--- config.mk ---
export PLATFORM = sky130hd
export DESIGN_NAME = ascii_to_unsigned_converter
export DESIGN_NICKNAME = d
export VERILOG_FILES = /design/src/sv/a2u_pkg.sv /design/src/sv/ascii_to_unsigned_converter.sv /design/src/sv/a2u_front.sv /design/src/sv/a2u_queue.sv /design/src/sv/a2u_back.sv
export SDC_FILE = /design/constraint.sdc
export NUM_CORES = 1
export LEC_CHECK = 0
export ABC_AREA = 1
export CAP_MARGIN = 5
export CORE_MARGIN = 4
export CORE_UTILIZATION = 23
export CTS_CLUSTER_SIZE = 30
export DETAILED_ROUTE_END_ITERATION = 10
export DONT_BUFFER_PORTS = 1
export PLACE_DENSITY = 0.47
export SYNTH_ARGS = -nofsm -noshare
export SYNTH_HDL_FRONTEND = slang
export SYNTH_SLANG_ARGS = --single-unit
--- constraint.sdc ---
create_clock -name clk -period 7.9 [get_ports clk]
set_input_delay 0.79 -clock clk [delete_from_list [all_inputs] [get_ports clk]]
set_output_delay 0.79 -clock clk [all_outputs]
set_load 0.1 [all_outputs]
--- src/sv/a2u_pkg.sv ---
// Shared types and constants for the ASCII to unsigned converter.
package a2u_pkg;

	// Character class, as built by the front and consumed by the back
	typedef struct packed {
		logic       nul;
		logic       ws;
		logic       plus;
		logic       minus;
		logic       zero;
		logic       x;
		logic       hex;
		logic [5:0] digit;
	} cls_t;

	localparam int unsigned QUEUE_DEPTH = 2;
	localparam int unsigned QPTR_BITS   = 1;
	localparam int unsigned QCNT_BITS   = 2;

	localparam logic [1:0] ST_OK        = 2'd0;
	localparam logic [1:0] ST_NO_DIGITS = 2'd1;
	localparam logic [1:0] ST_OVERFLOW  = 2'd2;
	localparam logic [1:0] ST_BAD_BASE  = 2'd3;

	localparam logic [5:0] BASE_AUTO  = 6'd0;
	localparam logic [5:0] BASE_ONE   = 6'd1;
	localparam logic [5:0] BASE_OCT   = 6'd8;
	localparam logic [5:0] BASE_DEC   = 6'd10;
	localparam logic [5:0] BASE_HEX   = 6'd16;
	localparam logic [5:0] BASE_MAX   = 6'd36;
	localparam logic [5:0] BASE_RESET = 6'd10;
	localparam logic [5:0] NO_DIGIT   = 6'd63;

endpackage

--- src/sv/ascii_to_unsigned_converter.sv ---
// Top level of the streaming ASCII to unsigned integer converter.
//
// Usage: send one string byte per request on in_valid/in_ready (character);
// a zero byte ends the string. Every string yields exactly one result on
// out_valid/out_ready: value, end_index and status (0 ok, 1 no digits,
// 2 overflow, 3 invalid base). The result leaves at the byte that ends the
// number; later bytes up to the zero byte produce nothing.
// number_base is written through cfg_we/cfg_wdata and is sampled at the first
// byte of each string; write it only while the block is idle.
// Throughput: one byte per cycle while the receiver takes results, set by the
// single multiply-add of the accumulator in the back end. An accepted byte is
// written into the queue, read from its head by the back end, and the result
// register then loads from it and raises out_valid.
// When the receiver stalls, the result register holds and the back end stops;
// the front keeps taking bytes until the two-entry queue is full, then drops
// in_ready.
// Reset clears the parse state, the queue and the result register, and sets
// number_base to 10. No clearing pass is needed.
module ascii_to_unsigned_converter #(
	parameter int unsigned VALUE_BITS    = 32,
	parameter int unsigned POSITION_BITS = 16
) (
	input  logic        clk,
	input  logic        arst_n,
	input  logic        in_valid,
	output logic        in_ready,
	input  logic [7:0]  character,
	output logic        out_valid,
	input  logic        out_ready,
	output logic [31:0] value,
	output logic [15:0] end_index,
	output logic [1:0]  status,
	input  logic        cfg_we,
	input  logic [5:0]  cfg_wdata
);

	localparam logic [63:0] VMASK_W = (VALUE_BITS >= 64) ? '1 :
		((64'd1 << VALUE_BITS) - 64'd1);
	localparam logic [31:0] SAT_OUT = VMASK_W[31:0];

	logic [5:0]         number_base_q;
	logic               q_full;
	logic               q_push;
	a2u_pkg::cls_t      q_in;
	logic               q_pop;
	logic               q_valid;
	a2u_pkg::cls_t      q_head;

	always_ff @(posedge clk or negedge arst_n) begin
		if (!arst_n) begin
			number_base_q <= a2u_pkg::BASE_RESET;
		end else if (cfg_we) begin
			number_base_q <= cfg_wdata;
		end
	end

	a2u_front u_front (
		.in_valid  (in_valid),
		.in_ready  (in_ready),
		.character (character),
		.q_full    (q_full),
		.q_push    (q_push),
		.q_data    (q_in)
	);

	a2u_queue u_queue (
		.clk       (clk),
		.arst_n    (arst_n),
		.push      (q_push),
		.push_data (q_in),
		.full      (q_full),
		.pop       (q_pop),
		.valid     (q_valid),
		.head      (q_head)
	);

	a2u_back #(
		.VALUE_BITS    (VALUE_BITS),
		.POSITION_BITS (POSITION_BITS)
	) u_back (
		.clk         (clk),
		.arst_n      (arst_n),
		.number_base (number_base_q),
		.q_valid     (q_valid),
		.q_head      (q_head),
		.q_pop       (q_pop),
		.out_valid   (out_valid),
		.out_ready   (out_ready),
		.value       (value),
		.end_index   (end_index),
		.status      (status)
	);

	a_bad_base_zero: assert property (@(posedge clk) disable iff (!arst_n)
		(out_valid && (status == a2u_pkg::ST_BAD_BASE)) |-> ((value == '0) && (end_index == '0)))
		else $error("invalid base result carries a value or index");

	a_no_digits_zero: assert property (@(posedge clk) disable iff (!arst_n)
		(out_valid && (status == a2u_pkg::ST_NO_DIGITS)) |-> ((value == '0) && (end_index == '0)))
		else $error("no-digit result carries a value or index");

	a_overflow_sat: assert property (@(posedge clk) disable iff (!arst_n)
		(out_valid && (status == a2u_pkg::ST_OVERFLOW)) |-> ((value == SAT_OUT) || (value == 32'd1)))
		else $error("overflow result is not saturated");

	a_ready_when_room: assert property (@(posedge clk) disable iff (!arst_n)
		(!in_ready) |=> (in_ready || !$stable(out_ready) || !out_ready || $past(!out_valid)))
		else $error("queue stays full while results drain");

endmodule

--- src/sv/a2u_front.sv ---
// Front end: accepts characters and classifies them for the parser.
module a2u_front (
	input  logic             in_valid,
	output logic             in_ready,
	input  logic [7:0]       character,
	input  logic             q_full,
	output logic             q_push,
	output a2u_pkg::cls_t    q_data
);

	localparam logic [7:0] CH_TAB   = 8'h09;
	localparam logic [7:0] CH_CR    = 8'h0D;
	localparam logic [7:0] CH_SPACE = 8'h20;
	localparam logic [7:0] CH_PLUS  = 8'h2B;
	localparam logic [7:0] CH_MINUS = 8'h2D;
	localparam logic [7:0] CH_0     = 8'h30;
	localparam logic [7:0] CH_9     = 8'h39;
	localparam logic [7:0] CH_UA    = 8'h41;
	localparam logic [7:0] CH_UF    = 8'h46;
	localparam logic [7:0] CH_UX    = 8'h58;
	localparam logic [7:0] CH_UZ    = 8'h5A;
	localparam logic [7:0] CH_LA    = 8'h61;
	localparam logic [7:0] CH_LF    = 8'h66;
	localparam logic [7:0] CH_LX    = 8'h78;
	localparam logic [7:0] CH_LZ    = 8'h7A;
	localparam logic [7:0] OFS_UPPER = 8'h37;
	localparam logic [7:0] OFS_LOWER = 8'h57;

	logic       is_num;
	logic       is_upper;
	logic       is_lower;
	logic [7:0] dval;

	assign in_ready = !q_full;
	assign q_push   = in_valid && !q_full;

	always_comb begin
		is_num   = (character >= CH_0) && (character <= CH_9);
		is_upper = (character >= CH_UA) && (character <= CH_UZ);
		is_lower = (character >= CH_LA) && (character <= CH_LZ);
		if (is_num) begin
			dval = character - CH_0;
		end else if (is_upper) begin
			dval = character - OFS_UPPER;
		end else if (is_lower) begin
			dval = character - OFS_LOWER;
		end else begin
			dval = {2'b00, a2u_pkg::NO_DIGIT};
		end
		q_data.nul   = (character == 8'h00);
		q_data.ws    = ((character >= CH_TAB) && (character <= CH_CR)) || (character == CH_SPACE);
		q_data.plus  = (character == CH_PLUS);
		q_data.minus = (character == CH_MINUS);
		q_data.zero  = (character == CH_0);
		q_data.x     = (character == CH_LX) || (character == CH_UX);
		q_data.hex   = is_num || ((character >= CH_UA) && (character <= CH_UF)) ||
			((character >= CH_LA) && (character <= CH_LF));
		q_data.digit = dval[5:0];
	end

endmodule

--- src/sv/a2u_queue.sv ---
// Short queue of classified characters between front and back.
module a2u_queue (
	input  logic                 clk,
	input  logic                 arst_n,
	input  logic                 push,
	input  a2u_pkg::cls_t        push_data,
	output logic                 full,
	input  logic                 pop,
	output logic                 valid,
	output a2u_pkg::cls_t        head
);

	a2u_pkg::cls_t                   mem_q [a2u_pkg::QUEUE_DEPTH];
	logic [a2u_pkg::QPTR_BITS-1:0]   wr_ptr_q;
	logic [a2u_pkg::QPTR_BITS-1:0]   rd_ptr_q;
	logic [a2u_pkg::QCNT_BITS-1:0]   count_q;
	logic                            do_push;
	logic                            do_pop;

	assign full    = (count_q == a2u_pkg::QCNT_BITS'(a2u_pkg::QUEUE_DEPTH));
	assign valid   = (count_q != '0);
	assign head    = mem_q[rd_ptr_q];
	assign do_push = push && !full;
	assign do_pop  = pop && valid;

	always_ff @(posedge clk or negedge arst_n) begin
		if (!arst_n) begin
			wr_ptr_q <= '0;
			rd_ptr_q <= '0;
			count_q  <= '0;
		end else begin
			if (do_push) begin
				wr_ptr_q <= wr_ptr_q + 1'b1;
			end
			if (do_pop) begin
				rd_ptr_q <= rd_ptr_q + 1'b1;
			end
			if (do_push && !do_pop) begin
				count_q <= count_q + 1'b1;
			end else if (do_pop && !do_push) begin
				count_q <= count_q - 1'b1;
			end
		end
	end

	always_ff @(posedge clk) begin
		if (do_push) begin
			mem_q[wr_ptr_q] <= push_data;
		end
	end

endmodule

--- src/sv/a2u_back.sv ---
// Back end: parse state machine, accumulator and result register.
module a2u_back #(
	parameter int unsigned VALUE_BITS    = 32,
	parameter int unsigned POSITION_BITS = 16
) (
	input  logic             clk,
	input  logic             arst_n,
	input  logic [5:0]       number_base,
	input  logic             q_valid,
	input  a2u_pkg::cls_t    q_head,
	output logic             q_pop,
	output logic             out_valid,
	input  logic             out_ready,
	output logic [31:0]      value,
	output logic [15:0]      end_index,
	output logic [1:0]       status
);

	localparam int unsigned VB = VALUE_BITS;
	localparam int unsigned PB = POSITION_BITS;
	localparam logic [PB-1:0] POS_ONE = {{(PB-1){1'b0}}, 1'b1};
	localparam logic [VB-1:0] VAL_ONE = {{(VB-1){1'b0}}, 1'b1};

	typedef enum logic [2:0] {
		PH_WS,
		PH_SIGNED,
		PH_ZERO,
		PH_ZERO_X,
		PH_DIGITS,
		PH_DONE
	} phase_t;

	phase_t          phase_q, phase_n;
	logic [VB-1:0]   acc_q, acc_n;
	logic            ovf_q, ovf_n;
	logic            seen_q, seen_n;
	logic            neg_q, neg_n;
	logic [5:0]      abase_q, abase_n;
	logic [PB-1:0]   pos_q, pos_n;
	logic            out_valid_q;
	logic [31:0]     value_q;
	logic [15:0]     end_index_q;
	logic [1:0]      status_q;

	logic            out_free;
	logic            first;
	logic            base_bad;
	logic [5:0]      base_cur;
	logic            dc;
	logic [5:0]      dc_base;
	logic            do_fin;
	logic [PB-1:0]   fin_idx;
	logic            emit;
	logic [VB-1:0]   em_v;
	logic [PB-1:0]   em_i;
	logic [1:0]      em_s;
	logic [VB+5:0]   prod;
	logic [VB-1:0]   sat_v;
	logic [VB-1:0]   fin_v;
	logic [PB-1:0]   pos_m1;
	logic            pos_step;
	logic [VB+31:0]  v_ext;
	logic [PB+15:0]  i_ext;

	assign out_free = !out_valid_q || out_ready;
	assign q_pop    = q_valid && out_free;
	assign first    = (phase_q == PH_WS) && (pos_q == '0);
	assign base_bad = (number_base == a2u_pkg::BASE_ONE) || (number_base > a2u_pkg::BASE_MAX);
	assign base_cur = first ? number_base : abase_q;
	assign pos_m1   = (pos_q == '0) ? '0 : (pos_q - POS_ONE);

	assign prod = ({6'b0, acc_q} * {{VB{1'b0}}, dc_base}) + {{VB{1'b0}}, q_head.digit};

	assign sat_v = ovf_q ? '1 : acc_q;
	assign fin_v = neg_q ? (~sat_v + VAL_ONE) : sat_v;

	always_comb begin
		phase_n  = phase_q;
		acc_n    = acc_q;
		ovf_n    = ovf_q;
		seen_n   = seen_q;
		neg_n    = neg_q;
		abase_n  = base_cur;
		pos_n    = pos_q;
		pos_step = 1'b1;
		dc       = 1'b0;
		dc_base  = base_cur;
		do_fin   = 1'b0;
		fin_idx  = pos_q;
		emit     = 1'b0;
		em_v     = '0;
		em_i     = '0;
		em_s     = a2u_pkg::ST_OK;

		if (first && base_bad) begin
			// report at once, then drop the rest of the string
			emit     = 1'b1;
			em_s     = a2u_pkg::ST_BAD_BASE;
			pos_step = 1'b0;
			if (q_head.nul) begin
				abase_n = '0;
			end else begin
				phase_n = PH_DONE;
				pos_n   = POS_ONE;
			end
		end else if (q_head.nul) begin
			pos_step = 1'b0;
			case (phase_q)
				PH_WS, PH_SIGNED, PH_ZERO, PH_DIGITS: begin
					do_fin = 1'b1;
				end
				PH_ZERO_X: begin
					do_fin  = 1'b1;
					fin_idx = pos_m1;
				end
				default: begin
				end
			endcase
		end else begin
			case (phase_q)
				PH_WS, PH_SIGNED: begin
					if ((phase_q == PH_WS) && q_head.ws) begin
						phase_n = PH_WS;
					end else if ((phase_q == PH_WS) && q_head.plus) begin
						phase_n = PH_SIGNED;
					end else if ((phase_q == PH_WS) && q_head.minus) begin
						neg_n   = 1'b1;
						phase_n = PH_SIGNED;
					end else if (q_head.zero &&
						((base_cur == a2u_pkg::BASE_AUTO) || (base_cur == a2u_pkg::BASE_HEX))) begin
						seen_n  = 1'b1;
						acc_n   = '0;
						phase_n = PH_ZERO;
					end else begin
						dc      = 1'b1;
						dc_base = (base_cur == a2u_pkg::BASE_AUTO) ? a2u_pkg::BASE_DEC : base_cur;
					end
				end
				PH_ZERO: begin
					if (q_head.x) begin
						phase_n = PH_ZERO_X;
					end else begin
						dc      = 1'b1;
						dc_base = (abase_q == a2u_pkg::BASE_AUTO) ? a2u_pkg::BASE_OCT : abase_q;
					end
				end
				PH_ZERO_X: begin
					if (q_head.hex) begin
						dc      = 1'b1;
						dc_base = a2u_pkg::BASE_HEX;
						acc_n   = '0;
					end else begin
						phase_n = PH_DONE;
						do_fin  = 1'b1;
						fin_idx = pos_m1;
					end
				end
				PH_DIGITS: begin
					dc = 1'b1;
				end
				default: begin
				end
			endcase
		end

		if (dc) begin
			abase_n = dc_base;
			if (q_head.digit < dc_base) begin
				seen_n  = 1'b1;
				phase_n = PH_DIGITS;
				if (ovf_q || (prod[VB+5:VB] != '0)) begin
					ovf_n = 1'b1;
				end else begin
					acc_n = prod[VB-1:0];
				end
			end else begin
				phase_n = PH_DONE;
				do_fin  = 1'b1;
			end
		end

		if (do_fin) begin
			emit = 1'b1;
			if (!seen_q) begin
				em_s = a2u_pkg::ST_NO_DIGITS;
			end else begin
				em_v = fin_v;
				em_i = fin_idx;
				em_s = ovf_q ? a2u_pkg::ST_OVERFLOW : a2u_pkg::ST_OK;
			end
		end

		if (pos_step && (pos_q != '1)) begin
			pos_n = pos_q + POS_ONE;
		end

		// zero byte readies the next string
		if (q_head.nul) begin
			phase_n = PH_WS;
			acc_n   = '0;
			ovf_n   = 1'b0;
			seen_n  = 1'b0;
			neg_n   = 1'b0;
			abase_n = '0;
			pos_n   = '0;
		end
	end

	assign v_ext = {32'b0, em_v};
	assign i_ext = {16'b0, em_i};

	always_ff @(posedge clk or negedge arst_n) begin
		if (!arst_n) begin
			phase_q     <= PH_WS;
			acc_q       <= '0;
			ovf_q       <= 1'b0;
			seen_q      <= 1'b0;
			neg_q       <= 1'b0;
			abase_q     <= '0;
			pos_q       <= '0;
			out_valid_q <= 1'b0;
			value_q     <= '0;
			end_index_q <= '0;
			status_q    <= a2u_pkg::ST_OK;
		end else begin
			if (q_pop) begin
				phase_q <= phase_n;
				acc_q   <= acc_n;
				ovf_q   <= ovf_n;
				seen_q  <= seen_n;
				neg_q   <= neg_n;
				abase_q <= abase_n;
				pos_q   <= pos_n;
			end
			if (q_pop && emit) begin
				out_valid_q <= 1'b1;
				value_q     <= v_ext[31:0];
				end_index_q <= i_ext[15:0];
				status_q    <= em_s;
			end else if (out_ready) begin
				out_valid_q <= 1'b0;
			end
		end
	end

	assign out_valid = out_valid_q;
	assign value     = value_q;
	assign end_index = end_index_q;
	assign status    = status_q;

endmodule

==> results of run 1 <==
[Yosys cell counts (2+ instances only)]
master	instances	share of area
nand2_1	566	0.14
nor2_1	292	0.071
inv_1	248	0.060
nand3_1	137	0.044
fa_1	124	0.16
dfrtp_1	119	0.19
ha_1	100	0.081
o21ai_0	78	0.025
a21oi_1	71	0.023
xor2_1	45	0.026
clkbuf_1	35	0.0085
nand3b_1	31	0.015
edfxtp_1	26	0.051
nor3_1	26	0.0084
xnor2_1	20	0.011
buf_2	19	0.0062
nand4_1	18	0.0073
o21ai_1	11	0.0036
nor4_1	10	0.0041
a31oi_1	8	0.0032
o21bai_1	8	0.0039
or2_2	8	0.0032
buf_4	7	0.0034
buf_6	7	0.0051
nand2_2	6	0.0024
nor2_2	6	0.0024
nor2_4	6	0.0044
o211ai_1	6	0.0029
and3_1	4	0.0016
buf_1	4	0.00097
inv_2	4	0.00097
nor3_2	4	0.0026
o22ai_1	4	0.0016
o31ai_1	4	0.0019
a21o_1	3	0.0015
clkinv_1	3	0.00073
dfstp_2	2	0.0034
nand3_4	2	0.0023
o21a_1	2	0.00097
[cell type report]
cell class / count / share of cell area
sequential: 147 / 0.224
multi-input combinational: 1621 / 0.607
timing repair buffer: 25 / 0.0130
clock buffer: 17 / 0.0250
inverter: 255 / 0.0566
clock inverter: 15 / 0.00972
tap: 864 / 0.0636
timing repair inverter: 1 / 0.000442
[power by group through the flow]
stage | Sequential, mW | Clock (mW) | Combinational, mW
3_3_place_gp | 1.50 | 0 | 2.82
3_5_place_dp | 1.50 | 0 | 2.84
6_report | 1.48 | 0.829 | 2.87
2_1_floorplan | 1.44 | 0 | 2.05
4_1_cts | 1.48 | 0.854 | 2.86
5_1_grt | 1.50 | 0.883 | 3.22
[repair_timing]
item / in CTS / in global routing
buffers inserted: 0 / 2
endpoints found under the setup margin: 0 / 33
resized for setup: 0 / 6
hold buffers: 1 / 0
hold endpoints to repair: 23 / 0
[kinds of logic (layout without fill, tap and decap cells)]
family / count (synthesis) / count (layout) / share of synthesized area
and+or+nand+nor: 1124 / 1124 / 0.312
muxes: 1 / 1 / 0.000729
adders and majority gates: 224 / 224 / 0.242
AOI/OAI and AO/OA: 207 / 207 / 0.0756
buffers and inverters: 327 / 313 / 0.0862
DFF: 147 / 147 / 0.247
xor gates and xnor gates: 65 / 65 / 0.0369
[state kept, by name, indices dropped and copies added (netlist names), 3 cells and up]
signal	cells
u_back.phase_q	3
u_back.value	32
number_base_q	6
u_queue.mem_q	26
u_back.abase_q	6
u_back.pos_q	16
u_back.end_index	16
u_back.acc_q	32
[metrics by stage]
step           hold WS (ps)  worst slack, ps  utilization  std cells
2_1_floorplan           446             1830            -       2095
3_3_place_gp            462              555        0.247       2909
3_5_place_dp            472              385        0.247       2909
4_1_cts                2.52              354        0.256       2942
5_1_grt                10.6             41.4        0.257       2945
6_report               41.0              500        0.257       2945
[placed cells by master (no fill, tap or decap), types with 31 or more instances in the layout]
cell type | Yosys | layout
inv_1 | 248 | 247
fa_1 | 124 | 124
nor2_1 | 292 | 291
ha_1 | 100 | 100
dfrtp_1 | 119 | 119
nand3b_1 | 31 | 31
a21oi_1 | 71 | 70
nand2_1 | 566 | 565
xor2_1 | 45 | 45
nand3_1 | 137 | 137
o21ai_0 | 78 | 77
[how the worst max path moves through the flow]
stage,slack [ps],from,cells past startpoint,to
after floorplan,1830,u_back.pos_q[0]$_DFFE_PN0P_,38,u_back.acc_q[0]$_DFFE_PN0P_
after global placement,560,u_back.pos_q[0]$_DFFE_PN0P_,39,u_back.acc_q[9]$_DFFE_PN0P_
after detailed placement,390,u_back.pos_q[0]$_DFFE_PN0P_,41,u_back.acc_q[9]$_DFFE_PN0P_
after CTS,350,u_back.pos_q[0]$_DFFE_PN0P_,41,u_back.acc_q[9]$_DFFE_PN0P_
after global routing,40,u_back.pos_q[1]$_DFFE_PN0P_,42,u_back.acc_q[9]$_DFFE_PN0P_
final,500,u_back.pos_q[1]$_DFFE_PN0P_,38,u_back.acc_q[9]$_DFFE_PN0P_
[per-layer routing]
metal | track usage | routed length [µm] | vias to the layer above | part of all wire
li1 | - | - | 6602 | -
met1 | 0.173 | 20800 | 6562 | 0.45
met2 | 0.227 | 22200 | 289 | 0.48
met3 | 0.0223 | 2110 | 50 | 0.046
met4 | 0.0351 | 827 | 0 | 0.018
met5 | 0 | 0 | - | 0
==> run summary, run 1 <==
Critical Path End Type: register
Worst-Skew Late Latency: 450 ps
die area: 71300 µm²
root buffer cell: clkbuf_16
vias post-DR: 13500
CTS tree: done
Syn Nets: 2338
worst-path maximum fanout: 33
Die H: 267 µm
DP Area: 16300 µm²
R2R setup slack: 500 ps
overall power: 5.18 mW
sequential share of power: 0.286
drt via density: 4.59
VDD IR max: 0.184 mV
RSZ-0062 raised after global routing: no
switching share of power: 0.581
Crit path largest cell delay: 570 ps
Primary FF master, synth: dfrtp_1
CTS sink count: 147
H-tree Lvls: 4
Slew Limit Fails: 0
Fillers: 7315
Yosys Warn Count: 0
# port buffers: 0
maximum buffer depth of the clock tree: 2
Post-Route WL: 45900 µm
largest net degree at the start of global routing: 100
DP Wirelength: 35700 µm
delay-heaviest family, CP: simple AND/OR/NAND/NOR gates
area added between synthesis and finish: 10.0%
critical path startpoint category: register
Critical Path RT: 8220 ps
Fin Setup TNS: 0 ps
crit path time final: 7400 ps
Initial Util: 0.234
crit path DAT: 7720 ps
register bit total from synthesis: 147
drt drc: 0
fmax: 135 MHz
grt total ovfl: 0
Max Cap Viol: 0
Buffers & Inverters on Critical Path: 7
number of synthesized flops with an enable pin: 26
post-route ant nets: 0
register area: 3810 µm²
reg2reg start: u_back.pos_q[1]$_DFFE_PN0P_
Slew @ Worst Pin: 1240 ps
status: completed
site row count: 94
Static Leak: 8.70 nW
Multi-input gate area: 10300 µm²
gr usage total: 0.132
Die Wd: 267 µm
Cell Area, Synth: 15400 µm²
mean area per synthesized cell: 7.37 µm²
final hold vios: 0
worst flop-to-flop path endpoint: u_back.acc_q[9]$_DFFE_PN0P_
Crit Path Category: register to register
first-pass GRT wire length: 76000 µm
core area: 66100 µm²
WL/cell: 15.6 µm
Layout Nets: 2311
Worst Hold Class: primary input to asynchronous set/reset pin
initial antenna violation count: 1
worst reg-to-reg path cell count: 38
clock share of power: 0.160
routability cong.: 0.877
Comb pwr share: 0.554
initial DRC count: 907
DRT Pass-1 Iters: 5
CTS Buf Count: 17
share of cells above drive strength 1: 0.0524
vias in the first global route: 14100
Pint: 2.17 mW
slowest CP cell: fa_1
count of cell types in the netlist: 60
crit-path most repeated cell: nand2_1
Syn Inst Count: 2095
Sw Pwr: 3.01 mW
CTS clk-pin slew, worst paths: 70 ps
Worst Skew: 17.5 ps
final setup violation count: 0
Design Area, Final: 17000 µm²
share of flip-flops with an asynchronous set or reset: 0.823
# diodes: 0
IO Pins: 71
max_slew headroom: 0.169
power per cell area: 305 nW/µm²
sequential area share after synthesis: 0.247
Final period util: 0.937
No activity file was read; power rests on OpenSTA's default activity.
==> inputs of run 2 (changes only) <==
--- a/config.mk
+++ b/config.mk
@@ -5,7 +5,6 @@
 export SDC_FILE = /design/constraint.sdc
 export NUM_CORES = 1
 export LEC_CHECK = 0
-export ABC_AREA = 1
 export CAP_MARGIN = 5
 export CORE_MARGIN = 4
 export CORE_UTILIZATION = 23
==> run summary, run 2 <==
Multi-input gate area: 10400 µm² (+0.67%)
overall power: 3.99 mW (-23%)
worst-path maximum fanout: 18 (-45%)
worst reg-to-reg path cell count: 25 (-34%)
Syn Inst Count: 1586 (-24%)
met2 usage: 0.194 (-0.0327)
DP Wirelength: 30900 µm (-13%)
crit path time final: 7480 ps (+82.2 ps)
post-route ant nets: 0 (unchanged)
CTS tree: done
Buffers & Inverters on Critical Path: 4 (-3)
largest net degree at the start of global routing: 91 (-9.0%)
reg2reg start: u_back.pos_q[8]$_DFFE_PN0P_
Worst Hold Class: primary input to asynchronous set/reset pin
Yosys Warn Count: 0 (unchanged)
drt drc: 0 (unchanged)
mean area per synthesized cell: 9.39 µm² (+27%)
Primary FF master, synth: dfrtp_1
Static Leak: 7.60 nW (-13%)
share of flip-flops with an asynchronous set or reset: 0.823 (unchanged)
final setup margin: 417 ps (-82.2 ps)
register area: 3810 µm² (about the same)
Worst Skew: 12.2 ps (-5.27 ps)
H-tree Lvls: 4 (unchanged)
core area: 64200 µm² (-2.8%)
Layout Nets: 1780 (-23%)
status: completed
critical path startpoint category: register
worst flop-to-flop path endpoint: u_back.acc_q[21]$_DFFE_PN0P_
Design Area, Final: 16500 µm² (-2.8%)
WL/cell: 17.0 µm (+9.1%)
Crit path largest cell delay: 560 ps (about the same)
crit-path most repeated cell: fa_1
drt via density: 4.77 (+4.0%)
root buffer cell: clkbuf_16
R2R setup slack: 420 ps (-80 ps)
DRT Pass-1 Iters: 5 (unchanged)
CTS sink count: 147 (unchanged)
fmax: 134 MHz (-1.1%)
met3 GRT Util: 0.0199 (-0.00238)
share of cells above drive strength 1: 0.0781 (+0.0257)
CTS clk-pin slew, worst paths: 70 ps (about the same)
Final Util: 0.257 (about the same)
Slew Limit Fails: 0 (unchanged)
Post-Route WL: 40900 µm (-11%)
gr usage total: 0.120 (-0.0121)
Die H: 263 µm (-1.7%)
grt total ovfl: 0 (unchanged)
Initial Util: 0.232 (-0.00161)
slowest CP cell: a2111o_1
share of the synthesized area in the top cell type: 0.200 (+0.00698)
Commonest cells post-synth: fa_1, nand2_1, nor2b_1
DP Area: 15700 µm² (-3.7%)
number of synthesized flops with an enable pin: 26 (unchanged)
final hold vios: 0 (unchanged)
Slew @ Worst Pin: 1110 ps (-139 ps)
area added between synthesis and finish: 10.8%
first-pass GRT wire length: 67400 µm (-11%)
CTS Buf Count: 17 (unchanged)
die area: 68900 µm² (-3.4%)
Critical Path End Type: register
count of cell types in the netlist: 86 (+43%)
Fillers: 6866 (-6.1%)
M1 GR Usage: 0.163 (-0.00979)
delay-heaviest family, CP: simple AND/OR/NAND/NOR gates
maximum buffer depth of the clock tree: 2 (unchanged)
commonest non-fill, non-tap cells in the layout: nand2_1, fa_1, nor2b_1
Die Wd: 263 µm (-1.7%)
vias in the first global route: 11900 (-15%)
# diodes: 0 (unchanged)
Yosys top cell by area: dfrtp_1
power per cell area: 242 nW/µm² (-21%)
site row count: 93 (-1.1%)
sequential area share after synthesis: 0.256 (+0.00894)
VDD IR max: 0.199 mV (+8.6%)
# port buffers: 0 (unchanged)
Cell Area, Synth: 14900 µm² (-3.5%)
Worst-Skew Late Latency: 460 ps (about the same)
Crit Path Category: register to register
max_slew headroom: 0.260 (+0.0910)
initial antenna violation count: 0 (-1)
Post-Place Worst Slack: 264 ps (-121 ps)
Synth area leaders: dfrtp_1, fa_1, ha_1, edfxtp_1, nor2b_1
placed insts: 2367 (-19%)
vias post-DR: 11500 (-15%)
Top Usage Layer GRT: met2
fin cells: 2405 (-18%)
final setup violation count: 0 (unchanged)
crit path DAT: 7810 ps (+90 ps)
initial DRC count: 598 (-34%)
IO Pins: 71 (unchanged)
routability cong.: 0.858 (-2.2%)
Syn Nets: 1829 (-22%)
Final period util: 0.947 (+0.0104)
Max Cap Viol: 0 (unchanged)
register bit total from synthesis: 147 (unchanged)
Critical Path RT: 8220 ps (about the same)
run 2: cell count changes in the layout (fill, tap and decap cells not counted), sizes merged, moves of 44 or more:
cell,change
nor2b,+121
inv,-173
and2,+60
mux2i,+44
nand3,-125
nor2,-206
nand2,-449
run 2: worst reg2reg max path, cell delays in order, from the launching register on:
cell and delay (ps):
dfrtp_1 480, nor4_4 350, nand2b_2 220, a2111o_1 560, and3_1 220, o31a_1 270, nor2_2 200, buf_4 310
nor2b_1 110, fa_1 490, inv_1 60, fa_1 480, inv_1 50, fa_1 470, ha_1 320, ha_1 410
nand4_1 180, or3_1 440, or4b_1 560, a21oi_2 150, o31a_1 140, o22ai_1 90, a211oi_2 230, nand4_2 150
buf_4 260, mux2i_1 150
run 2: cells by family after synthesis:
group,Yosys count,synth area share
AOI/OAI and AO/OA,318,0.146
xor gates and xnor gates,90,0.0529
adders and majority gates,224,0.251
buffers and inverters,186,0.0537
DFF,147,0.256
muxes,56,0.0386
and+or+nand+nor,565,0.203
run 2: metal layers:
layer  share of wire  up-vias
met3           0.039       42
li1                -     5386
met5               0        -
met2            0.47      225
met1            0.47     5812
met4           0.024        0
run 2: power by group:
| group | total (mW) | switching [mW] | internal [mW] | leakage, nW |
|---|---|---|---|---|
| Sequential | 1.27 | 0.375 | 0.892 | 1.88 |
| Combinational | 1.86 | 1.24 | 0.624 | 5.43 |
| Clock | 0.863 | 0.382 | 0.480 | 0.295 |
| Total | 3.99 | 2.00 | 2.00 | 7.60 |
run 2: layout make-up:
type	instances	area share
Clock inverter	15	0.0116
Clock buffer	17	0.0258
Timing Repair Buffer	38	0.0196
Sequential cell	147	0.231
Inverter	80	0.0182
Tap cell	855	0.0648
Multi-Input combinational cell	1253	0.629
run 2: worst max path at each step:
stage | slack [ps] | start | cells after the start | endpoint
floorplan | 660 | u_back.pos_q[7]$_DFFE_PN0P_ | 30 | u_back.acc_q[6]$_DFFE_PN0P_
global placement | 340 | u_back.pos_q[8]$_DFFE_PN0P_ | 25 | u_back.acc_q[13]$_DFFE_PN0P_
detailed placement | 260 | u_back.pos_q[13]$_DFFE_PN0P_ | 25 | u_back.acc_q[0]$_DFFE_PN0P_
CTS | 220 | u_back.pos_q[8]$_DFFE_PN0P_ | 27 | u_back.acc_q[0]$_DFFE_PN0P_
global route | -20 | u_back.pos_q[12]$_DFFE_PN0P_ | 26 | u_back.acc_q[21]$_DFFE_PN0P_
finish | 420 | u_back.pos_q[8]$_DFFE_PN0P_ | 25 | u_back.acc_q[21]$_DFFE_PN0P_
run 2: metrics by stage:
step                      TNS, ps  hold slack, ps
after floorplan                 0             461
after global placement          0             477
after detailed placement        0             488
after CTS                       0             134
after global routing        -32.3             136
final                           0             173
run 2: what timing repair did:
| item | 4_1_cts | 5_1_grt |
|---|---|---|
| setup buffers | 0 | 3 |
| hold buffers | 3 | 0 |
| setup endpoints to repair | 0 | 32 |
| endpoints found under the hold margin | 90 | 0 |
| gates resized for setup | 0 | 14 |
